[config.mk]
export PLATFORM = sky130hd
export DESIGN_NAME = deadline_job_sequencer
export DESIGN_NICKNAME = d
export VERILOG_FILES = /design/src/rtl/core/djs_pkg.sv /design/src/rtl/core/djs_fifo.sv /design/src/rtl/core/djs_front.sv /design/src/rtl/core/djs_back.sv /design/src/rtl/core/deadline_job_sequencer.sv
export VERILOG_INCLUDE_DIRS = /design/src /design/src/rtl/core
export SDC_FILE = /design/constraint.sdc
export NUM_CORES = 2
export LEC_CHECK = 0
export BUFFER_PORTS_ARGS = -buffer_cell sky130_fd_sc_hd__buf_2
export CAP_MARGIN = 10
export CORE_MARGIN = 3
export CORE_UTILIZATION = 30
export CTS_BUF_LIST = sky130_fd_sc_hd__clkbuf_16
export CTS_CLUSTER_SIZE = 14
export DETAILED_ROUTE_END_ITERATION = 8
export HOLD_SLACK_MARGIN = 0.03
export PLACE_DENSITY = 0.5
export SKIP_CTS_REPAIR_TIMING = 1
export SYNTH_ARGS = -nofsm -noshare
export SYNTH_HDL_FRONTEND = slang
export SYNTH_HIERARCHICAL = 1
export SYNTH_SLANG_ARGS = --single-unit
[constraint.sdc]
create_clock -name clk -period 5.5 [get_ports clk]
set_input_delay 0.275 -clock clk [delete_from_list [all_inputs] [get_ports clk]]
set_output_delay 0.275 -clock clk [all_outputs]
set_load 0.01 [all_outputs]
[src/rtl/core/deadline_job_sequencer_macros.svh]
// Assertion macros for the deadline job sequencer
`ifndef DEADLINE_JOB_SEQUENCER_MACROS_SVH
`define DEADLINE_JOB_SEQUENCER_MACROS_SVH

// Clocked implication, held off during reset
`define DJS_ASSERT_IMPL(lbl, ante, cons) \
	lbl: assert property (@(posedge clk) disable iff (!arst_n) (ante) |-> (cons)) \
		else $error("assertion failed");

// Next-cycle implication, held off during reset
`define DJS_ASSERT_NEXT(lbl, ante, cons) \
	lbl: assert property (@(posedge clk) disable iff (!arst_n) (ante) |=> (cons)) \
		else $error("assertion failed");

`endif

[src/rtl/core/djs_pkg.sv]
// ----------------------------------------------------------------------------
// djs_pkg
// Shared types for the deadline job sequencer.
// ----------------------------------------------------------------------------
`default_nettype none
package djs_pkg;
	localparam int DEADLINE_W = 8;
	localparam int PROFIT_W   = 16;
	localparam int COUNT_W    = 7;
	localparam int SUM_W      = 22;
	localparam logic [COUNT_W-1:0] COUNT_SAT = '1;
	localparam logic [SUM_W-1:0]   SUM_SAT   = '1;

	// one queued job from the front end to the scheduler
	typedef struct packed {
		logic [DEADLINE_W-1:0] deadline;
		logic [PROFIT_W-1:0]   profit;
		logic                  store;  // write into the job store
		logic                  last;   // closes the set
	} job_entry_t;
endpackage
`default_nettype wire

[src/rtl/core/djs_fifo.sv]
// ----------------------------------------------------------------------------
// djs_fifo
// Short queue between the load front end and the scheduler.
// ----------------------------------------------------------------------------
`default_nettype none
module djs_fifo
	import djs_pkg::*;
(
	input  wire logic       clk,
	input  wire logic       arst_n,
	input  wire logic       wr_valid,
	output logic            wr_ready,
	input  wire job_entry_t wr_data,
	output logic            rd_valid,
	input  wire logic       rd_ready,
	output job_entry_t      rd_data
);
	job_entry_t mem_q [4];
	logic [1:0] wp_q, rp_q;
	logic [2:0] cnt_q;
	logic       wr_en, rd_en;

	assign wr_ready = (cnt_q != 3'd4);
	assign rd_valid = (cnt_q != 3'd0);
	assign rd_data  = mem_q[rp_q];
	assign wr_en    = wr_valid && wr_ready;
	assign rd_en    = rd_valid && rd_ready;

	always_ff @(posedge clk) begin
		if (wr_en) begin
			mem_q[wp_q] <= wr_data;
		end
	end

	always_ff @(posedge clk or negedge arst_n) begin
		if (!arst_n) begin
			wp_q  <= '0;
			rp_q  <= '0;
			cnt_q <= '0;
		end else begin
			if (wr_en) wp_q <= wp_q + 2'd1;
			if (rd_en) rp_q <= rp_q + 2'd1;
			cnt_q <= cnt_q + {2'd0, wr_en} - {2'd0, rd_en};
		end
	end
endmodule
`default_nettype wire

[src/rtl/core/djs_front.sv]
// ----------------------------------------------------------------------------
// djs_front
// Accepts jobs, counts the set and marks entries beyond the store size.
// ----------------------------------------------------------------------------
`default_nettype none
module djs_front
	import djs_pkg::*;
#(
	parameter int MAX_JOBS = 64
) (
	input  wire logic                  clk,
	input  wire logic                  arst_n,
	input  wire logic                  in_valid,
	output logic                       in_ready,
	input  wire logic [DEADLINE_W-1:0] job_deadline,
	input  wire logic [PROFIT_W-1:0]   job_profit,
	input  wire logic                  last_job,
	output logic                       q_valid,
	input  wire logic                  q_ready,
	output job_entry_t                 q_data
);
	localparam int CW = $clog2(MAX_JOBS + 1);
	logic [CW-1:0] cnt_q;

	assign q_valid          = in_valid;
	assign in_ready         = q_ready;
	assign q_data.deadline  = job_deadline;
	assign q_data.profit    = job_profit;
	assign q_data.store     = (cnt_q < CW'(MAX_JOBS));
	assign q_data.last      = last_job;

	always_ff @(posedge clk or negedge arst_n) begin
		if (!arst_n) begin
			cnt_q <= '0;
		end else if (in_valid && q_ready) begin
			if (last_job) cnt_q <= '0;
			else if (cnt_q < CW'(MAX_JOBS)) cnt_q <= cnt_q + CW'(1);
		end
	end
endmodule
`default_nettype wire

[src/rtl/core/djs_back.sv]
// ----------------------------------------------------------------------------
// djs_back
// Stores the set, then picks jobs by falling profit and assigns slots.
// ----------------------------------------------------------------------------
`default_nettype none
module djs_back
	import djs_pkg::*;
#(
	parameter int MAX_JOBS = 64
) (
	input  wire logic               clk,
	input  wire logic               arst_n,
	input  wire logic               q_valid,
	output logic                    q_ready,
	input  wire job_entry_t         q_data,
	output logic                    out_valid,
	input  wire logic               out_ready,
	output logic [COUNT_W-1:0]      jobs_scheduled,
	output logic [SUM_W-1:0]        total_profit
);
	localparam int AW = (MAX_JOBS > 1) ? $clog2(MAX_JOBS) : 1;
	localparam int CW = $clog2(MAX_JOBS + 1);

	localparam logic [2:0] ST_LOAD = 3'd0;
	localparam logic [2:0] ST_CLR  = 3'd1;
	localparam logic [2:0] ST_PICK = 3'd2;
	localparam logic [2:0] ST_SRCH = 3'd3;
	localparam logic [2:0] ST_DONE = 3'd4;

	logic [2:0] state_q;

	logic [DEADLINE_W-1:0] dl_mem [MAX_JOBS];
	logic [PROFIT_W-1:0]   pr_mem [MAX_JOBS];
	logic [MAX_JOBS-1:0]   used_q;   // job already picked this set
	logic [MAX_JOBS:0]     slot_q;   // slot occupancy, one flip-flop each

	logic [CW-1:0] n_q;        // jobs in the set
	logic [CW-1:0] pick_q;     // picks done
	logic [CW-1:0] scan_q;     // scan index over jobs
	logic [AW-1:0] best_q;
	logic [PROFIT_W-1:0] best_p_q;
	logic          best_v_q;
	logic [CW-1:0] s_q;        // slot search pointer
	logic [COUNT_W-1:0] done_q;
	logic [SUM_W-1:0]   sum_q;
	logic [DEADLINE_W-1:0] rd_dl_q;
	logic [PROFIT_W-1:0]   rd_pr_q;
	logic [AW-1:0]  scan_a;

	assign scan_a = scan_q[AW-1:0];

	assign q_ready        = (state_q == ST_LOAD);
	assign out_valid      = (state_q == ST_DONE);
	assign jobs_scheduled = done_q;
	assign total_profit   = sum_q;

	// store writes and registered reads; the deadline of the winner is ready
	// once the scan has settled, on the first search cycle
	always_ff @(posedge clk) begin
		if (state_q == ST_LOAD && q_valid && q_data.store) begin
			dl_mem[n_q[AW-1:0]] <= q_data.deadline;
			pr_mem[n_q[AW-1:0]] <= q_data.profit;
		end
		rd_dl_q <= dl_mem[best_q];
		rd_pr_q <= pr_mem[scan_a];
	end

	// the scan reads one job per cycle; pr data for index scan_q-1 arrives late
	logic [CW-1:0] prev_q;
	logic          prev_v_q;
	logic [CW-1:0] clamp;
	logic [CW+DEADLINE_W-1:0] dl_ext;
	logic [CW+DEADLINE_W-1:0] n_ext;

	always_comb begin
		dl_ext = (CW+DEADLINE_W)'(rd_dl_q);
		n_ext  = (CW+DEADLINE_W)'(n_q);
		clamp  = (dl_ext > n_ext) ? n_q : CW'(dl_ext);
	end

	always_ff @(posedge clk or negedge arst_n) begin
		if (!arst_n) begin
			state_q  <= ST_LOAD;
			n_q      <= '0;
			pick_q   <= '0;
			scan_q   <= '0;
			best_q   <= '0;
			best_p_q <= '0;
			best_v_q <= 1'b0;
			s_q      <= '0;
			done_q   <= '0;
			sum_q    <= '0;
			used_q   <= '0;
			slot_q   <= '0;
			prev_q   <= '0;
			prev_v_q <= 1'b0;
		end else begin
			case (state_q)
				ST_LOAD: begin
					if (q_valid) begin
						if (q_data.store) n_q <= n_q + CW'(1);
						if (q_data.last) state_q <= ST_CLR;
					end
				end
				ST_CLR: begin
					used_q   <= '0;
					slot_q   <= '0;
					done_q   <= '0;
					sum_q    <= '0;
					pick_q   <= '0;
					scan_q   <= '0;
					best_v_q <= 1'b0;
					prev_v_q <= 1'b0;
					state_q  <= (n_q == '0) ? ST_DONE : ST_PICK;
				end
				ST_PICK: begin
					// compare the entry read last cycle; strict > keeps arrival order
					if (prev_v_q && !used_q[prev_q[AW-1:0]] &&
					    (!best_v_q || rd_pr_q > best_p_q)) begin
						best_q   <= prev_q[AW-1:0];
						best_p_q <= rd_pr_q;
						best_v_q <= 1'b1;
					end
					if (scan_q < n_q) begin
						prev_q   <= scan_q;
						prev_v_q <= 1'b1;
						scan_q   <= scan_q + CW'(1);
					end else if (prev_v_q) begin
						prev_v_q <= 1'b0;
					end else begin
						state_q <= ST_SRCH;
						s_q     <= '0;
					end
				end
				ST_SRCH: begin
					// first cycle loads the clamped deadline, then walk down
					if (s_q == '0 && best_v_q) begin
						used_q[best_q] <= 1'b1;
						best_v_q <= 1'b0;
						s_q      <= clamp;
						if (clamp == '0) begin
							pick_q <= pick_q + CW'(1);
						end
					end else if (s_q == '0) begin
						if (pick_q == n_q) begin
							state_q <= ST_DONE;
						end else begin
							scan_q   <= '0;
							prev_v_q <= 1'b0;
							state_q  <= ST_PICK;
						end
					end else if (!slot_q[s_q]) begin
						slot_q[s_q] <= 1'b1;
						if (done_q != COUNT_SAT) done_q <= done_q + COUNT_W'(1);
						if ({1'b0, sum_q} + (SUM_W+1)'(best_p_q) > (SUM_W+1)'(SUM_SAT))
							sum_q <= SUM_SAT;
						else
							sum_q <= sum_q + SUM_W'(best_p_q);
						s_q    <= '0;
						pick_q <= pick_q + CW'(1);
					end else begin
						s_q <= s_q - CW'(1);
						if (s_q == CW'(1)) pick_q <= pick_q + CW'(1);
					end
				end
				ST_DONE: begin
					if (out_ready) begin
						n_q     <= '0;
						state_q <= ST_LOAD;
					end
				end
				default: state_q <= ST_LOAD;
			endcase
		end
	end
endmodule
`default_nettype wire

[src/rtl/core/deadline_job_sequencer.sv]
// Loading: one job per cycle while the scheduler waits for a set. Each job of a set of N
// is picked by a scan over all N jobs, then placed by a walk down at most N slots.
// Loads stall while a set is being scheduled.
// Reset: arst_n clears the set count, queue and all control state.
// ----------------------------------------------------------------------------
// deadline_job_sequencer
// Greedy job sequencing with deadlines over a loaded job set.
// ----------------------------------------------------------------------------
`default_nettype none
`include "deadline_job_sequencer_macros.svh"
module deadline_job_sequencer
	import djs_pkg::*;
#(
	parameter int MAX_JOBS = 64
) (
	input  wire logic                  clk,
	input  wire logic                  arst_n,
	input  wire logic                  in_valid,
	output logic                       in_ready,
	input  wire logic [DEADLINE_W-1:0] job_deadline,
	input  wire logic [PROFIT_W-1:0]   job_profit,
	input  wire logic                  last_job,
	output logic                       out_valid,
	input  wire logic                  out_ready,
	output logic [COUNT_W-1:0]         jobs_scheduled,
	output logic [SUM_W-1:0]           total_profit
);
	logic       fq_valid, fq_ready, bq_valid, bq_ready;
	job_entry_t fq_data, bq_data;

	djs_front #(.MAX_JOBS(MAX_JOBS)) u_front (
		.clk, .arst_n, .in_valid, .in_ready, .job_deadline, .job_profit, .last_job,
		.q_valid(fq_valid), .q_ready(fq_ready), .q_data(fq_data)
	);

	djs_fifo u_fifo (
		.clk, .arst_n,
		.wr_valid(fq_valid), .wr_ready(fq_ready), .wr_data(fq_data),
		.rd_valid(bq_valid), .rd_ready(bq_ready), .rd_data(bq_data)
	);

	djs_back #(.MAX_JOBS(MAX_JOBS)) u_back (
		.clk, .arst_n, .q_valid(bq_valid), .q_ready(bq_ready), .q_data(bq_data),
		.out_valid, .out_ready, .jobs_scheduled, .total_profit
	);

	`DJS_ASSERT_NEXT(a_out_hold, out_valid && !out_ready, out_valid && $stable(total_profit))
	`DJS_ASSERT_IMPL(a_no_load_busy, out_valid, !bq_ready)
	`DJS_ASSERT_IMPL(a_cnt_le_jobs, out_valid, int'(jobs_scheduled) <= MAX_JOBS)
endmodule
`default_nettype wire

==> flow_summary.yaml <==
run_status:
  status: "completed"
setup_path:
  rr_startpoint: "u_back/state_q[1]$_DFFE_PN0P_"
  cp-end-kind: "register"
  critPathKind: "reg2reg"
  critPathRequiredTime_ps: 6000
  reg2reg_to: "u_back/pr_mem[8][2]$_DFFE_PP_"
  cp_max_fo: 17
  cp-start-kind: "register"
  crit_arrival_ps: 5170
  reg2reg_slack_ps: 830
  worst-r2r-cell-count: 5
synth:
  synth.area.top_cells: "edfxtp_1 65%, dfrtp_1 7.8%, mux4_2 5.5%"
  syn_area_um2: 75200
  yosysTopAreaCell: "edfxtp_1"
  synth_edf_count: 1640
  synth_seq_cells: 1897
  async_reset_ff_frac: 0.1228
  yosysWarnings: 6
  synth_area_per_cell_um2: 16.94
  seq_area_frac_synth: 0.7388
  synthesis.nets: 4530
  syn-instance-count: 4440
  ys.flop_type: "edfxtp_1"
  synth_cell_types: 82
  yosys.area.top_type_share: 0.6549
route:
  drtIter0Drc: 4812
  drt_pass1_iterations: 8
  finalWirelength_um: 215600
  drc: 0
  drtAntennaViolNets: 0
  wl_per_cell_um: 26.76
  vias_per_cell: 5.228
  vias: 42140
pwr:
  power_density_nw_per_um2: 513.0
  pwr-share-comb: 0.298
  seqPwrFrac: 0.412
  switching_share: 0.3448
  clkPwrFrac: 0.291
  power_uw: 44450
  irDropWorstVdd_mv: 0.4119
  p_leak_uw: 0.02876
  p_sw_uw: 15330
  p_int_uw: 29120
clock_network:
  clk_pin_slew_ps: 60
  cts_max_level: 4
  root_buffer: "clkbuf_16"
  clock_path_buffers: 3
  cts_buffers: 196
  numClockSinks: 1897
  cts_tree: "yes"
  clock_latency_ps: 860
sta:
  fin_ws_ps: 826.6
  hold_violations: 0
  slew_viol_final: 0
  finalSetupViolCount: 0
  rsz0062_at_grt: "no"
  worst_slew_pin_slew_ps: 1210
  max_clock_freq_ghz: 0.2140
  fin_skew_ps: 66.39
  min_period_ps: 4673
  fin_tns_setup_ps: 0
  hold_slack_ps: 165.6
  min_period_over_period: 0.8497
  relSlewSlack: 0.1856
placed_design:
  place_ws_ps: 955.2
  globalplace.congestion: 0.8347
  dp_cells: 7661
  port-buffer-count: 59
  place.detailed.hpwl_um: 127800
global_route:
  grt.overflow.total: 0
  track_usage: 0.1648
  grt_max_degree: 167
  grt_pass1_vias: 41850
  grt_pass1_wl_um: 310500
  antenna_found_initial: 16
finish:
  layout_common_cells: "1640 x edfxtp_1, 258 x a21oi_1, 228 x dfrtp_1, 213 x a22oi_1, 212 x mux2i_1"
  nNetsFinal: 4650
  final_common_cell: "edfxtp_1"
  drive_above_1_share: 0.1764
  area.growth.synth_to_final_pct: 15.22
  stdcell_count: 8060
floorplan:
  core_area_um2: 248900
  dieHeight_um: 506.7
  io_pins: 60
  start_util: 0.3021
  rows: 183
  dieArea_um2: 256700
  die_width_um: 506.7
worst_hold_path:
  hold_path.startpoint: "job_profit[2]"
  holdPathEnd: "u_fifo/mem_q[3][4]$_DFFE_PP_"
  holdPathStages: 2
  hp-class: "in2reg"
flow_run:
  maxCapViolCount: 0
## sequential cells by signal, summed over array words and instances (netlist names), 6 cells and up
name                   cells
u_back/rd_pr_q            16
u_back/n_q                 7
u_back/s_q                 7
u_front/cnt_q              7
u_back/rd_dl_q             8
u_back/pr_mem           1024
u_back/total_profit       22
u_back/dl_mem            512
u_fifo/mem_q             104
u_back/pick_q              7
u_back/best_p_q           16
u_back/used_q             64
u_back/prev_q              6
u_back/slot_q             65
u_back/best_q              6
u_back/scan_q              7
u_back/jobs_scheduled      7
## layer usage
layer / GRT usage / share of wire
met1: 0.2387 / 0.45
met2: 0.2583 / 0.46
met3: 0.02941 / 0.071
met4: 0.03695 / 0.018
met5: 0 / 0.000046
## logic make-up after synthesis
group,Yosys count,synth area share
AOI/OAI and AO/OA,964,0.08557
and+or+nand+nor,628,0.03950
DFF,1897,0.7388
xor gates and xnor gates,30,0.003494
muxes,508,0.1018
adders and majority gates,61,0.01035
buffers and inverters,352,0.02040
## cells in the mapped netlist, drive strengths merged, types with 6 or more instances
cell type / number
a22oi: 213
o22ai: 71
clkbuf: 179
nand2: 126
a31oi: 86
a221oi: 33
mux2i: 212
dfrtp: 233
xnor2: 22
inv: 47
o31ai: 8
nand2b: 18
nor2: 251
nand4: 69
o21ai: 90
and3: 19
and3b: 6
o21a: 6
a211oi: 6
a22o: 35
a21oi: 258
dfxtp: 24
and2: 6
nor3: 29
edfxtp: 1640
o211ai: 13
or3: 9
o221ai: 67
ha: 59
xor2: 8
buf: 122
nor2b: 16
o2bb2ai: 8
mux4: 193
nor4: 8
a21o: 27
or4: 8
nand3: 44
mux2: 103
## cell type report
type	count	area (µm²)
diodes	7	17.52
repair buffers	223	1819
clock buffers	196	4905
clock inverters	165	1374
well taps	3330	4167
flip-flops and latches	1897	55570
inverters	51	191.4
multi-input cells	2191	18590
fillers	23580	162300
## worst max-delay path by stage
stage / startpoint / to / cells past startpoint
finish: u_back/state_q[1]$_DFFE_PN0P_ / u_back/pr_mem[8][2]$_DFFE_PP_ / 5
global route: u_back/state_q[1]$_DFFE_PN0P_ / u_back/pr_mem[47][7]$_DFFE_PP_ / 5
CTS: u_back/state_q[1]$_DFFE_PN0P_ / u_back/pr_mem[12][1]$_DFFE_PP_ / 5
detailed placement: u_back/state_q[1]$_DFFE_PN0P_ / u_back/dl_mem[13][7]$_DFFE_PP_ / 5
global placement: u_back/state_q[1]$_DFFE_PN0P_ / u_back/dl_mem[13][7]$_DFFE_PP_ / 5
floorplan: u_back/state_q[2]$_DFFE_PN0P_ / u_back/dl_mem[23][0]$_DFFE_PP_ / 6
## through the flow
stage / utilization / instance area, µm²
after detailed placement: 0.3215 / 80030
after global routing: 0.3481 / 86630
final: 0.3481 / 86640
after global placement: 0.3215 / 80030
after CTS: 0.3468 / 86310
after floorplan: - / 75200
## power by group through the flow
stage          sequential [µW]  combinational (µW)  clock (µW)
5_1_grt                  18400               14200       13800
2_1_floorplan            18000                8210           0
3_5_place_dp             18600               13200           0
6_report                 18300               13200       12900
4_1_cts                  18300               13300       13200
3_3_place_gp             18600               13200           0
## critical path, stage by stage, from the launching register on
cell and delay (ps):
dfrtp_1 580, nor3_1 870, and3_1 710, nand4_1 860, nor2_4 960, buf_4 330
No activity file was read; power rests on OpenSTA's default activity.
